`src/design/i2cs_pkg.sv`:
```
// Package: payload types, opcodes and bus event codes of the I2C transfer sequencer.
`timescale 1ns / 1ps
package i2cs_pkg;

  typedef struct packed {
    logic [2:0] opcode;
    logic [4:0] index;
    logic [7:0] data_in;
    logic [5:0] msg_size;
    logic       keep_size;
    logic [4:0] event_code;
    logic [7:0] rx_byte;
    logic       scl_level;
    logic       sda_level;
  } in_t;

  typedef struct packed {
    logic [7:0] data_out;
    logic       data_valid;
    logic       control_write;
    logic       int_enable;
    logic       clear_flag;
    logic       ack_enable;
    logic       send_start;
    logic       send_stop;
    logic [2:0] status_flags;
    logic [4:0] error_code;
    logic       bus_free;
  } out_t;

  typedef enum logic [1:0] {
    SRC_ZERO = 2'd0,
    SRC_MEM  = 2'd1,
    SRC_FF   = 2'd2
  } dsrc_e;

  localparam logic [2:0] OP_LOAD       = 3'd0;
  localparam logic [2:0] OP_START_MST  = 3'd1;
  localparam logic [2:0] OP_START_SLV  = 3'd2;
  localparam logic [2:0] OP_EVENT      = 3'd3;
  localparam logic [2:0] OP_READ       = 3'd4;
  localparam logic [2:0] OP_SLV_READ   = 3'd5;
  localparam logic [2:0] OP_IDLE       = 3'd6;
  localparam logic [2:0] OP_NOP        = 3'd7;

  localparam logic [4:0] EV_BUS_ERROR     = 5'd0;
  localparam logic [4:0] EV_START         = 5'd1;
  localparam logic [4:0] EV_RSTART        = 5'd2;
  localparam logic [4:0] EV_MT_SLA_ACK    = 5'd3;
  localparam logic [4:0] EV_MT_SLA_NACK   = 5'd4;
  localparam logic [4:0] EV_MT_DATA_ACK   = 5'd5;
  localparam logic [4:0] EV_MT_DATA_NACK  = 5'd6;
  localparam logic [4:0] EV_ARB_LOST      = 5'd7;
  localparam logic [4:0] EV_MR_SLA_ACK    = 5'd8;
  localparam logic [4:0] EV_MR_SLA_NACK   = 5'd9;
  localparam logic [4:0] EV_MR_DATA_ACK   = 5'd10;
  localparam logic [4:0] EV_MR_DATA_NACK  = 5'd11;
  localparam logic [4:0] EV_SR_SLA_ACK    = 5'd12;
  localparam logic [4:0] EV_SR_ARB_SLA    = 5'd13;
  localparam logic [4:0] EV_SR_GCALL_ACK  = 5'd14;
  localparam logic [4:0] EV_SR_ARB_GCALL  = 5'd15;
  localparam logic [4:0] EV_SR_DATA_ACK   = 5'd16;
  localparam logic [4:0] EV_SR_DATA_NACK  = 5'd17;
  localparam logic [4:0] EV_SR_GDATA_ACK  = 5'd18;
  localparam logic [4:0] EV_SR_GDATA_NACK = 5'd19;
  localparam logic [4:0] EV_SR_STOP       = 5'd20;
  localparam logic [4:0] EV_ST_SLA_ACK    = 5'd21;
  localparam logic [4:0] EV_ST_ARB_SLA    = 5'd22;
  localparam logic [4:0] EV_ST_DATA_ACK   = 5'd23;
  localparam logic [4:0] EV_ST_DATA_NACK  = 5'd24;
  localparam logic [4:0] EV_ST_LAST_DATA  = 5'd25;
  localparam logic [4:0] EV_NO_STATE      = 5'd26;

endpackage

```
`src/design/i2cs_buf_ram.sv`:
```
// Single-port synchronous byte buffer with registered read data.
`timescale 1ns / 1ps
module i2cs_buf_ram #(
  parameter int DEPTH = 32,
  parameter int AW    = 5
) (
  input  logic          clk_i,
  input  logic          en_i,
  input  logic          we_i,
  input  logic [AW-1:0] addr_i,
  input  logic [7:0]    wdata_i,
  output logic [7:0]    rdata_o
);

  logic [7:0] mem [DEPTH];

  always_ff @(posedge clk_i) begin
    if (en_i) begin
      if (we_i) begin
        mem[addr_i] <= wdata_i;
      end else begin
        rdata_o <= mem[addr_i];
      end
    end
  end

endmodule

```
`src/design/i2cs_seq_ctrl.sv`:
```
// Sequencer control: decodes items, holds transfer state and the output register.
`timescale 1ns / 1ps
module i2cs_seq_ctrl #(
  parameter int BUFFER_BYTES = 32,
  parameter int IDLE_CHECKS  = 16,
  parameter int AW           = 5
) (
  input  logic                  clk_i,
  input  logic                  rst_ni,
  input  logic                  accept_i,
  input  i2cs_pkg::in_t         item_i,
  input  logic                  out_pop_i,
  output logic                  out_valid_o,
  output i2cs_pkg::out_t        res_o,
  output i2cs_pkg::dsrc_e       src_o,
  output logic                  mem_en_o,
  output logic                  mem_we_o,
  output logic [AW-1:0]         mem_addr_o,
  output logic [7:0]            mem_wdata_o
);

  localparam int PW = $clog2(BUFFER_BYTES + 1);
  localparam int CW = $clog2(IDLE_CHECKS + 1);
  localparam logic [PW-1:0] BB_P   = PW'(BUFFER_BYTES);
  localparam logic [CW-1:0] IDLE_P = CW'(IDLE_CHECKS);

  logic [PW-1:0] size_q, size_d, ptr_q, ptr_d, p_eff, p_adv;
  logic [4:0]    err_q, err_d;
  logic          done_q, done_d, rxp_q, rxp_d, gc_q, gc_d, busy_q, busy_d;
  logic [CW-1:0] cnt_q, cnt_d;
  logic          outv_q, outv_d;
  i2cs_pkg::out_t  res_q, res_d;
  i2cs_pkg::dsrc_e src_q, src_d;

  logic cw, ie, clr, ea, sta, sto, dv;
  logic idx_ok, p_ok, fetch;

  always_comb begin
    idx_ok = (32'(item_i.index) < BUFFER_BYTES);
    p_eff  = ptr_q;
    if (item_i.event_code == i2cs_pkg::EV_START || item_i.event_code == i2cs_pkg::EV_RSTART ||
        item_i.event_code == i2cs_pkg::EV_ST_SLA_ACK ||
        item_i.event_code == i2cs_pkg::EV_ST_ARB_SLA) begin
      p_eff = '0;
    end
    p_ok  = (p_eff < BB_P);
    p_adv = p_ok ? p_eff + PW'(1) : p_eff;
  end

  always_comb begin
    size_d = size_q;
    ptr_d  = ptr_q;
    err_d  = err_q;
    done_d = done_q;
    rxp_d  = rxp_q;
    gc_d   = gc_q;
    busy_d = busy_q;
    cnt_d  = cnt_q;
    {cw, ie, clr, ea, sta, sto} = '0;
    dv     = 1'b0;
    fetch  = 1'b0;
    src_d  = i2cs_pkg::SRC_ZERO;
    mem_en_o    = 1'b0;
    mem_we_o    = 1'b0;
    mem_addr_o  = AW'(item_i.index);
    mem_wdata_o = item_i.data_in;

    unique case (item_i.opcode)
      i2cs_pkg::OP_LOAD: begin
        if (idx_ok) begin
          mem_en_o = 1'b1;
          mem_we_o = 1'b1;
        end
      end
      i2cs_pkg::OP_START_MST, i2cs_pkg::OP_START_SLV: begin
        if (!busy_q) begin
          if (!item_i.keep_size) begin
            size_d = (32'(item_i.msg_size) > BUFFER_BYTES) ? BB_P : PW'(item_i.msg_size);
          end
          done_d = 1'b0;
          rxp_d  = 1'b0;
          gc_d   = 1'b0;
          err_d  = i2cs_pkg::EV_NO_STATE;
          cw = 1'b1; ie = 1'b1; clr = 1'b1;
          busy_d = 1'b1;
          ea  = (item_i.opcode == i2cs_pkg::OP_START_MST) ? item_i.keep_size : 1'b1;
          sta = (item_i.opcode == i2cs_pkg::OP_START_MST);
        end
      end
      i2cs_pkg::OP_EVENT: begin
        if (busy_q) begin
          cw = 1'b1;
          ptr_d = p_eff;
          mem_addr_o  = AW'(p_eff);
          mem_wdata_o = item_i.rx_byte;
          unique case (item_i.event_code) inside
            i2cs_pkg::EV_START, i2cs_pkg::EV_RSTART, i2cs_pkg::EV_MT_SLA_ACK,
            i2cs_pkg::EV_MT_DATA_ACK: begin
              if (p_eff < size_q) begin
                fetch = 1'b1;
                {ie, clr} = 2'b11;
              end else begin
                done_d = 1'b1;
                {clr, sto} = 2'b11;
              end
            end
            i2cs_pkg::EV_MT_SLA_NACK, i2cs_pkg::EV_MT_DATA_NACK: begin
              err_d = item_i.event_code;
              {ie, clr, ea, sta} = 4'b1111;
            end
            i2cs_pkg::EV_ARB_LOST: {ie, clr, ea, sta} = 4'b1111;
            i2cs_pkg::EV_MR_SLA_ACK, i2cs_pkg::EV_MR_DATA_ACK: begin
              if (item_i.event_code == i2cs_pkg::EV_MR_DATA_ACK) begin
                mem_en_o = p_ok;
                mem_we_o = p_ok;
                ptr_d    = p_adv;
              end
              {ie, clr} = 2'b11;
              ea = (({1'b0, ptr_d} + (PW + 1)'(1)) < {1'b0, size_q});
            end
            i2cs_pkg::EV_MR_DATA_NACK: begin
              mem_en_o = p_ok;
              mem_we_o = p_ok;
              done_d = 1'b1;
              {clr, ea, sto} = 3'b111;
            end
            i2cs_pkg::EV_MR_SLA_NACK: begin
              err_d = item_i.event_code;
              {ie, clr, ea, sto} = 4'b1111;
            end
            i2cs_pkg::EV_SR_SLA_ACK, i2cs_pkg::EV_SR_ARB_SLA, i2cs_pkg::EV_SR_GCALL_ACK,
            i2cs_pkg::EV_SR_ARB_GCALL: begin
              if (item_i.event_code == i2cs_pkg::EV_SR_GCALL_ACK ||
                  item_i.event_code == i2cs_pkg::EV_SR_ARB_GCALL) begin
                gc_d = 1'b1;
              end
              rxp_d = 1'b1;
              ptr_d = '0;
              {ie, clr, ea} = 3'b111;
            end
            i2cs_pkg::EV_SR_DATA_ACK, i2cs_pkg::EV_SR_GDATA_ACK: begin
              mem_en_o = p_ok;
              mem_we_o = p_ok;
              ptr_d  = p_adv;
              done_d = 1'b1;
              {ie, clr, ea} = 3'b111;
            end
            i2cs_pkg::EV_SR_DATA_NACK, i2cs_pkg::EV_SR_GDATA_NACK: {ie, clr} = 2'b11;
            i2cs_pkg::EV_SR_STOP: cnt_d = IDLE_P;
            i2cs_pkg::EV_ST_SLA_ACK, i2cs_pkg::EV_ST_ARB_SLA, i2cs_pkg::EV_ST_DATA_ACK: begin
              fetch = 1'b1;
              {ie, clr, ea} = 3'b111;
            end
            i2cs_pkg::EV_ST_DATA_NACK: begin
              if (ptr_q == size_q) begin
                done_d = 1'b1;
              end else begin
                err_d = item_i.event_code;
              end
            end
            i2cs_pkg::EV_ST_LAST_DATA: {ie, clr, ea} = 3'b111;
            default: begin
              err_d = item_i.event_code;
              {ie, clr, ea, sto} = 4'b1111;
            end
          endcase
          if (fetch) begin
            dv    = 1'b1;
            ptr_d = p_adv;
            if (p_ok) begin
              mem_en_o = 1'b1;
              src_d    = i2cs_pkg::SRC_MEM;
            end else begin
              src_d    = i2cs_pkg::SRC_FF;
            end
          end
          busy_d = ie;
        end
      end
      i2cs_pkg::OP_READ, i2cs_pkg::OP_SLV_READ: begin
        if (!busy_q && done_q) begin
          if (idx_ok) begin
            mem_en_o = 1'b1;
            dv       = 1'b1;
            src_d    = i2cs_pkg::SRC_MEM;
          end
          if (item_i.opcode == i2cs_pkg::OP_SLV_READ) begin
            rxp_d = 1'b0;
          end
        end
      end
      i2cs_pkg::OP_IDLE: begin
        if (cnt_q != '0) begin
          cnt_d = (item_i.scl_level & item_i.sda_level) ? cnt_q - CW'(1) : IDLE_P;
        end
      end
      default: ;
    endcase

    res_d = '0;
    res_d.data_valid    = dv;
    res_d.control_write = cw;
    res_d.int_enable    = busy_d;
    res_d.clear_flag    = clr;
    res_d.ack_enable    = ea;
    res_d.send_start    = sta;
    res_d.send_stop     = sto;
    res_d.status_flags  = {gc_d, rxp_d, done_d};
    res_d.error_code    = err_d;
    res_d.bus_free      = (cnt_d == '0);

    if (!accept_i) begin
      mem_en_o = 1'b0;
      mem_we_o = 1'b0;
    end
    outv_d = accept_i | (outv_q & ~out_pop_i);
  end

  always_ff @(posedge clk_i or negedge rst_ni) begin
    if (!rst_ni) begin
      size_q <= '0;
      ptr_q  <= '0;
      err_q  <= i2cs_pkg::EV_NO_STATE;
      done_q <= 1'b0;
      rxp_q  <= 1'b0;
      gc_q   <= 1'b0;
      busy_q <= 1'b0;
      cnt_q  <= '0;
      outv_q <= 1'b0;
    end else begin
      outv_q <= outv_d;
      if (accept_i) begin
        size_q <= size_d;
        ptr_q  <= ptr_d;
        err_q  <= err_d;
        done_q <= done_d;
        rxp_q  <= rxp_d;
        gc_q   <= gc_d;
        busy_q <= busy_d;
        cnt_q  <= cnt_d;
      end
    end
  end

  always_ff @(posedge clk_i) begin
    if (accept_i) begin
      res_q <= res_d;
      src_q <= src_d;
    end
  end

  assign out_valid_o = outv_q;
  assign res_o       = res_q;
  assign src_o       = src_q;

endmodule

```
`src/design/i2c_master_slave_transfer_sequencer_core.sv`:
```
// Top level of the I2C master/slave transfer sequencer.
// The sequencer takes one item per clock cycle unless the result output is stalled, and
// returns its result in the cycle after the item is accepted. The byte buffer is single-port,
// synchronous RAM with registered read data, read or written at most once per item. Transfer
// state sits in flip-flops beside it and updates at acceptance. The result register holds a
// stalled result while the next item is accepted in the same cycle the result is taken. The
// buffer has no reset and no clearing pass: reading an entry never written returns junk.
`timescale 1ns / 1ps
module i2c_master_slave_transfer_sequencer_core #(
  parameter int BUFFER_BYTES = 32,
  parameter int IDLE_CHECKS  = 16
) (
  input  logic           clk_i,
  input  logic           rst_ni,
  input  logic           in_valid_i,
  output logic           in_ready_o,
  input  i2cs_pkg::in_t  in_data_i,
  output logic           out_valid_o,
  input  logic           out_ready_i,
  output i2cs_pkg::out_t out_data_o
);

  localparam int AW = $clog2(BUFFER_BYTES);

  logic            accept;
  logic            mem_en, mem_we;
  logic [AW-1:0]   mem_addr;
  logic [7:0]      mem_wdata, mem_rdata;
  i2cs_pkg::out_t  res;
  i2cs_pkg::dsrc_e src;

  assign in_ready_o = ~out_valid_o | out_ready_i;
  assign accept     = in_valid_i & in_ready_o;

  i2cs_seq_ctrl #(
    .BUFFER_BYTES(BUFFER_BYTES),
    .IDLE_CHECKS (IDLE_CHECKS),
    .AW          (AW)
  ) u_ctrl (
    .clk_i      (clk_i),
    .rst_ni     (rst_ni),
    .accept_i   (accept),
    .item_i     (in_data_i),
    .out_pop_i  (out_ready_i),
    .out_valid_o(out_valid_o),
    .res_o      (res),
    .src_o      (src),
    .mem_en_o   (mem_en),
    .mem_we_o   (mem_we),
    .mem_addr_o (mem_addr),
    .mem_wdata_o(mem_wdata)
  );

  i2cs_buf_ram #(
    .DEPTH(BUFFER_BYTES),
    .AW   (AW)
  ) u_buf (
    .clk_i  (clk_i),
    .en_i   (mem_en),
    .we_i   (mem_we),
    .addr_i (mem_addr),
    .wdata_i(mem_wdata),
    .rdata_o(mem_rdata)
  );

  always_comb begin
    out_data_o = res;
    case (src)
      i2cs_pkg::SRC_MEM: out_data_o.data_out = mem_rdata;
      i2cs_pkg::SRC_FF:  out_data_o.data_out = 8'hFF;
      default:           out_data_o.data_out = 8'h00;
    endcase
  end

endmodule

```
`config.mk`:
```
export PLATFORM = sky130hd
export DESIGN_NAME = i2c_master_slave_transfer_sequencer_core
export DESIGN_NICKNAME = d
export VERILOG_FILES = /design/src/design/i2cs_pkg.sv /design/src/design/i2cs_buf_ram.sv /design/src/design/i2cs_seq_ctrl.sv /design/src/design/i2c_master_slave_transfer_sequencer_core.sv
export SDC_FILE = /design/constraint.sdc
export NUM_CORES = 1
export LEC_CHECK = 0
export BUFFER_PORTS_ARGS = -buffer_cell sky130_fd_sc_hd__buf_2
export CORE_MARGIN = 2
export CORE_UTILIZATION = 45
export CTS_BUF_LIST = sky130_fd_sc_hd__clkbuf_2
export DETAILED_ROUTE_END_ITERATION = 16
export PLACE_DENSITY = 0.72
export SLEW_MARGIN = 40
export SYNTH_ARGS = -nofsm -noshare
export SYNTH_HDL_FRONTEND = slang
export SYNTH_SLANG_ARGS = --single-unit
export TNS_END_PERCENT = 5
```
`constraint.sdc`:
```
create_clock -name clk_i -period 3 [get_ports clk_i]
set_input_delay 0.9 -clock clk_i [delete_from_list [all_inputs] [get_ports clk_i]]
set_output_delay 0.9 -clock clk_i [all_outputs]
set_load 0.05 [all_outputs]
```
==> results.md <==
- CP Max Fanout: 8
- Core ar.: 30600 um^2
- CTS Buf Count: 76
- Compound-Gate Fraction of Synth Area: 10.1%
- Fraction of final layout cells sized beyond drive strength 1: 31.3%
- Cell leakage power: 0.00680 uW
- GRT overflow: 0
- Htree depth: 3
- Cells after Synth: 1049
- Clock share of power: 28.4%
- CTS root buffer: clkbuf_2
- DRT antenna net count: 0
- Vias per inst: 5.65
- Adder-Cell Fraction of Synth Area: 1.16%
- Max transition margin: 49.7%
- Max Fclk: 342 MHz
- Synth Area in XOR/XNOR: 1.52%
- Total power: 10300 uW
- Worst R2R End: u_ctrl.res_o[11]
- Die W: 180 um
- Yosys warnings: 0
- GRT Overall Usage: 22.9%
- Max clock buf depth: 3
- Critical path class: flop to output pin
- Avg Inst Size Synth: 13.3 um^2
- Flop pwr share: 48.4%
- Yosys cell types: 70
- Combinational Power Share: 23.2%
- Die Ht: 180 um
- RSZ-0062 raised after global routing: yes
- Ys flop type: edfxtp_1
- Hold Path Depth: 2
- Crit path from: u_ctrl.src_o[0]
- Ports: 68
- Antenna violations before repair: 3
- Tmin final: 2.92 ns
- CP arrival: 2.02 ns
- Row count: 64
- Post-synth EDFFs: 282
- CP Capture Type: output pin
- VDD IR-drop max: 0.255 mV
- Hold wc startpoint: in_valid_i
- Initial Util: 45.8%
- Worst Tran Pin Value: 0.747 ns
- Final WL: 37300 um
- Startpoint types: flop
- Reg clk slew, reported paths: 0.10 ns
- Yosys reg bits: 309
- Reg area: 9150 um^2
- Fin area: 17300 um^2
- Largest net degree at the start of global routing: 36
- Clk_lat worst skew: 0.91 ns
- Multiplexer area fraction after synthesis: 9.52%
- Max-cap violation count: 0
- Hold WC Path Type: input pin to flop
- Switching share of power: 30.5%
- Post-Synthesis Net Count: 1104
- # DRC: 0
- Largest family of logic cells by synthesized area: compound AO/OA/AOI/OAI gates
- CTS tree: built
- Internal Pwr Total: 7190 uW
- Worst path required time: 2.10 ns
- Fin crit share: 97.4%
- # clock sinks: 309
- Skew final: 0.0692 ns
- Hpwl dp: 25500 um
- Max-slew violations: 0
- Area of the multi-input gates: 4600 um^2
- Fraction of registers with async set/reset: 8.74%
- Die area: 32500 um^2
- Status: completed
- Total Nets Final: 1411
- Placed inst area: 16500 um^2
- Initial drt markers: 1072
- Gpl congestion: 0.900
- Fillers: 2492
- Vias in the first global route: 10.1k
- Final hold vios: 0
- Final setup fails: 0
- Net switching power: 3150 uW
- PwrDens: 596 nW/um^2
- P&R area growth vs syn: 23.9%
- TritonRoute pass-1 iters: 7
- Hold Path Sink: u_ctrl.out_valid_o
- First-pass GRT wire length: 57000 um
- Synth Area in Simple Gates: 9.60%
- Routed wire per std cell: 20.6 um
- Total number of vias: 10.2k
- Synth Cell Area: 14000 um^2
- FF-to-FF setup slack: 0.13 ns
- IO buf count: 67
- R2r startpoint: u_ctrl.ptr_q[0]
- Post-synthesis sequential area ratio: 65.4%
- Worst R2R Path Depth: 14
power by group through the flow:
| stage | combinational (uW) | clock [uW] | sequential (uW) |
|---|---|---|---|
| after floorplan | 1290 | 0 | 5130 |
| after global placement | 2270 | 0 | 5090 |
| after detailed placement | 2310 | 0 | 5090 |
| after CTS | 2330 | 3020 | 5000 |
| after global routing | 2590 | 3220 | 5020 |
| final | 2400 | 2940 | 5000 |
registers in the layout (all words and copies together) (netlist names):
signal              flops
u_buf.rdata_o           8
u_ctrl.busy_q           1
u_ctrl.ptr_q            6
u_ctrl.cnt_q            5
u_buf.mem             256
u_ctrl.gc_q             1
u_ctrl.done_q           1
u_ctrl.out_valid_o      1
u_ctrl.rxp_q            1
u_ctrl.res_o           16
u_ctrl.err_q            5
u_ctrl.src_o            2
u_ctrl.size_q           6
final cells by class:
class / instances / share of cell area (%)
inverter: 24 / 0.520
tap: 396 / 2.86
antenna: 4 / 0.0577
timing repair buffer: 284 / 13.0
sequential: 309 / 52.8
clock buffer: 112 / 3.23
multi-input combinational: 661 / 26.5
clock inverter: 23 / 1.04
cell usage in the layout (no fill, tap or decap), drive strengths merged, types with 3 or more instances in the layout:
cell    count
buf       283
edfxtp    282
mux2i     123
clkbuf    112
nand2     108
nor2       71
o22ai      65
o21ai      33
a21oi      29
inv        24
dfrtp      24
nor3       22
nor4       20
clkinv     18
nand3      17
a31oi      15
ha         13
xnor2      11
nand3b     10
nor2b       9
xor2        9
nand2b      8
o31ai       8
a21o        6
o32ai       6
nand4       5
a22o        5
o21a        5
diode       4
o32a        4
o211ai      4
a32o        4
a211o       4
mux4        4
or3         4
and3        4
a211oi      4
bufinv      3
dfstp       3
or2         3
synth_stat cells (all sizes together), types with 2 or more instances:
cell type  instances  area share (%)
o21a               5            0.27
nand2            108             2.9
a221oi             2            0.13
a211o              4            0.25
xnor2             11            0.82
xor2               9            0.70
nand3b            10            0.54
nor2              71             1.9
and3               4            0.18
a32o               4            0.29
a22o               5            0.31
a31oi             15            0.67
and2               2           0.089
o31ai              8            0.46
ha                13             1.2
a21oi             29             1.0
dfrtp             24             4.3
o21ai             33             1.2
o32ai              6            0.38
o221ai             2            0.13
nand4              5            0.22
o311ai             2            0.13
nand3             17            0.61
o22a               2            0.13
or2                3            0.13
nor3              22            0.87
nand2b             8            0.36
or3                4            0.18
mux2i            123             8.8
buf               25             1.3
o211ai             4            0.21
o32a               4            0.29
a21o               6            0.33
edfxtp           282              61
mux4               4            0.64
nor4              20            0.89
nor2b              9            0.40
clkbuf            30            0.81
o22ai             65             2.9
dfstp              3            0.56
inv               23            0.62
a211oi             4            0.21
a221o              2            0.14
worst max-delay path, stage by stage (launching register included):
cell and delay (ns):
edfxtp_1 0.40, inv_1 0.08, ha_2 0.31, nor2_1 0.19, buf_6 0.18
per-stage QoR:
| stage | hold WS, ns | setup TNS, ns | util (%) | std cells | setup slack [ns] |
|---|---|---|---|---|---|
| detailed placement | 0.476 | -63.69 | 53.8 | 1671 | -0.667 |
| CTS | 0.106 | 0 | 56.4 | 1807 | 0.0248 |
| global route | 0.121 | -0.264 | 56.7 | 1813 | -0.0531 |
| global placement | 0.471 | -54.02 | 53.8 | 1671 | -0.645 |
| finish | 0.205 | 0 | 56.7 | 1813 | 0.0779 |
| floorplan | 0.446 | -57.80 | - | 1049 | -0.616 |
cells by family (layout without fill, tap and decap cells):
kind of cell,after synthesis,count (layout)
AND/OR/NAND/NOR,288,288
flip-flops,309,309
AO/OA/AOI/OAI,212,212
buffers and inverters,79,443
adder cells (fa/ha/maj),13,13
other,0,4
XOR/XNOR,20,20
multiplexers,128,128
per-layer routing:
| metal | share of wire (%) | GRT usage (%) |
|---|---|---|
| met3 | 9.3 | 5.25 |
| met5 | 0 | 0 |
| met1 | 42 | 31.8 |
| met4 | 2.1 | 8.03 |
| met2 | 46 | 35.6 |
timing repair:
action                                  CTS  global route
endpoints found under the hold margin    10             0
hold buffers                              1             0
endpoints found under the setup margin    9             7
resized for setup                        11            16
setup buffers                             0             2
pin swaps                                 0             4
how the worst max path moves through the flow:
stage	endpoint	cells after the start
floorplan	u_buf.rdata_o[0]	12
global placement	u_ctrl.res_o[11]	15
detailed placement	u_ctrl.res_o[11]	14
CTS	out_data_o[23]	4
global route	out_data_o[23]	4
finish	out_data_o[23]	4
(Power assumes the default switching activity.)
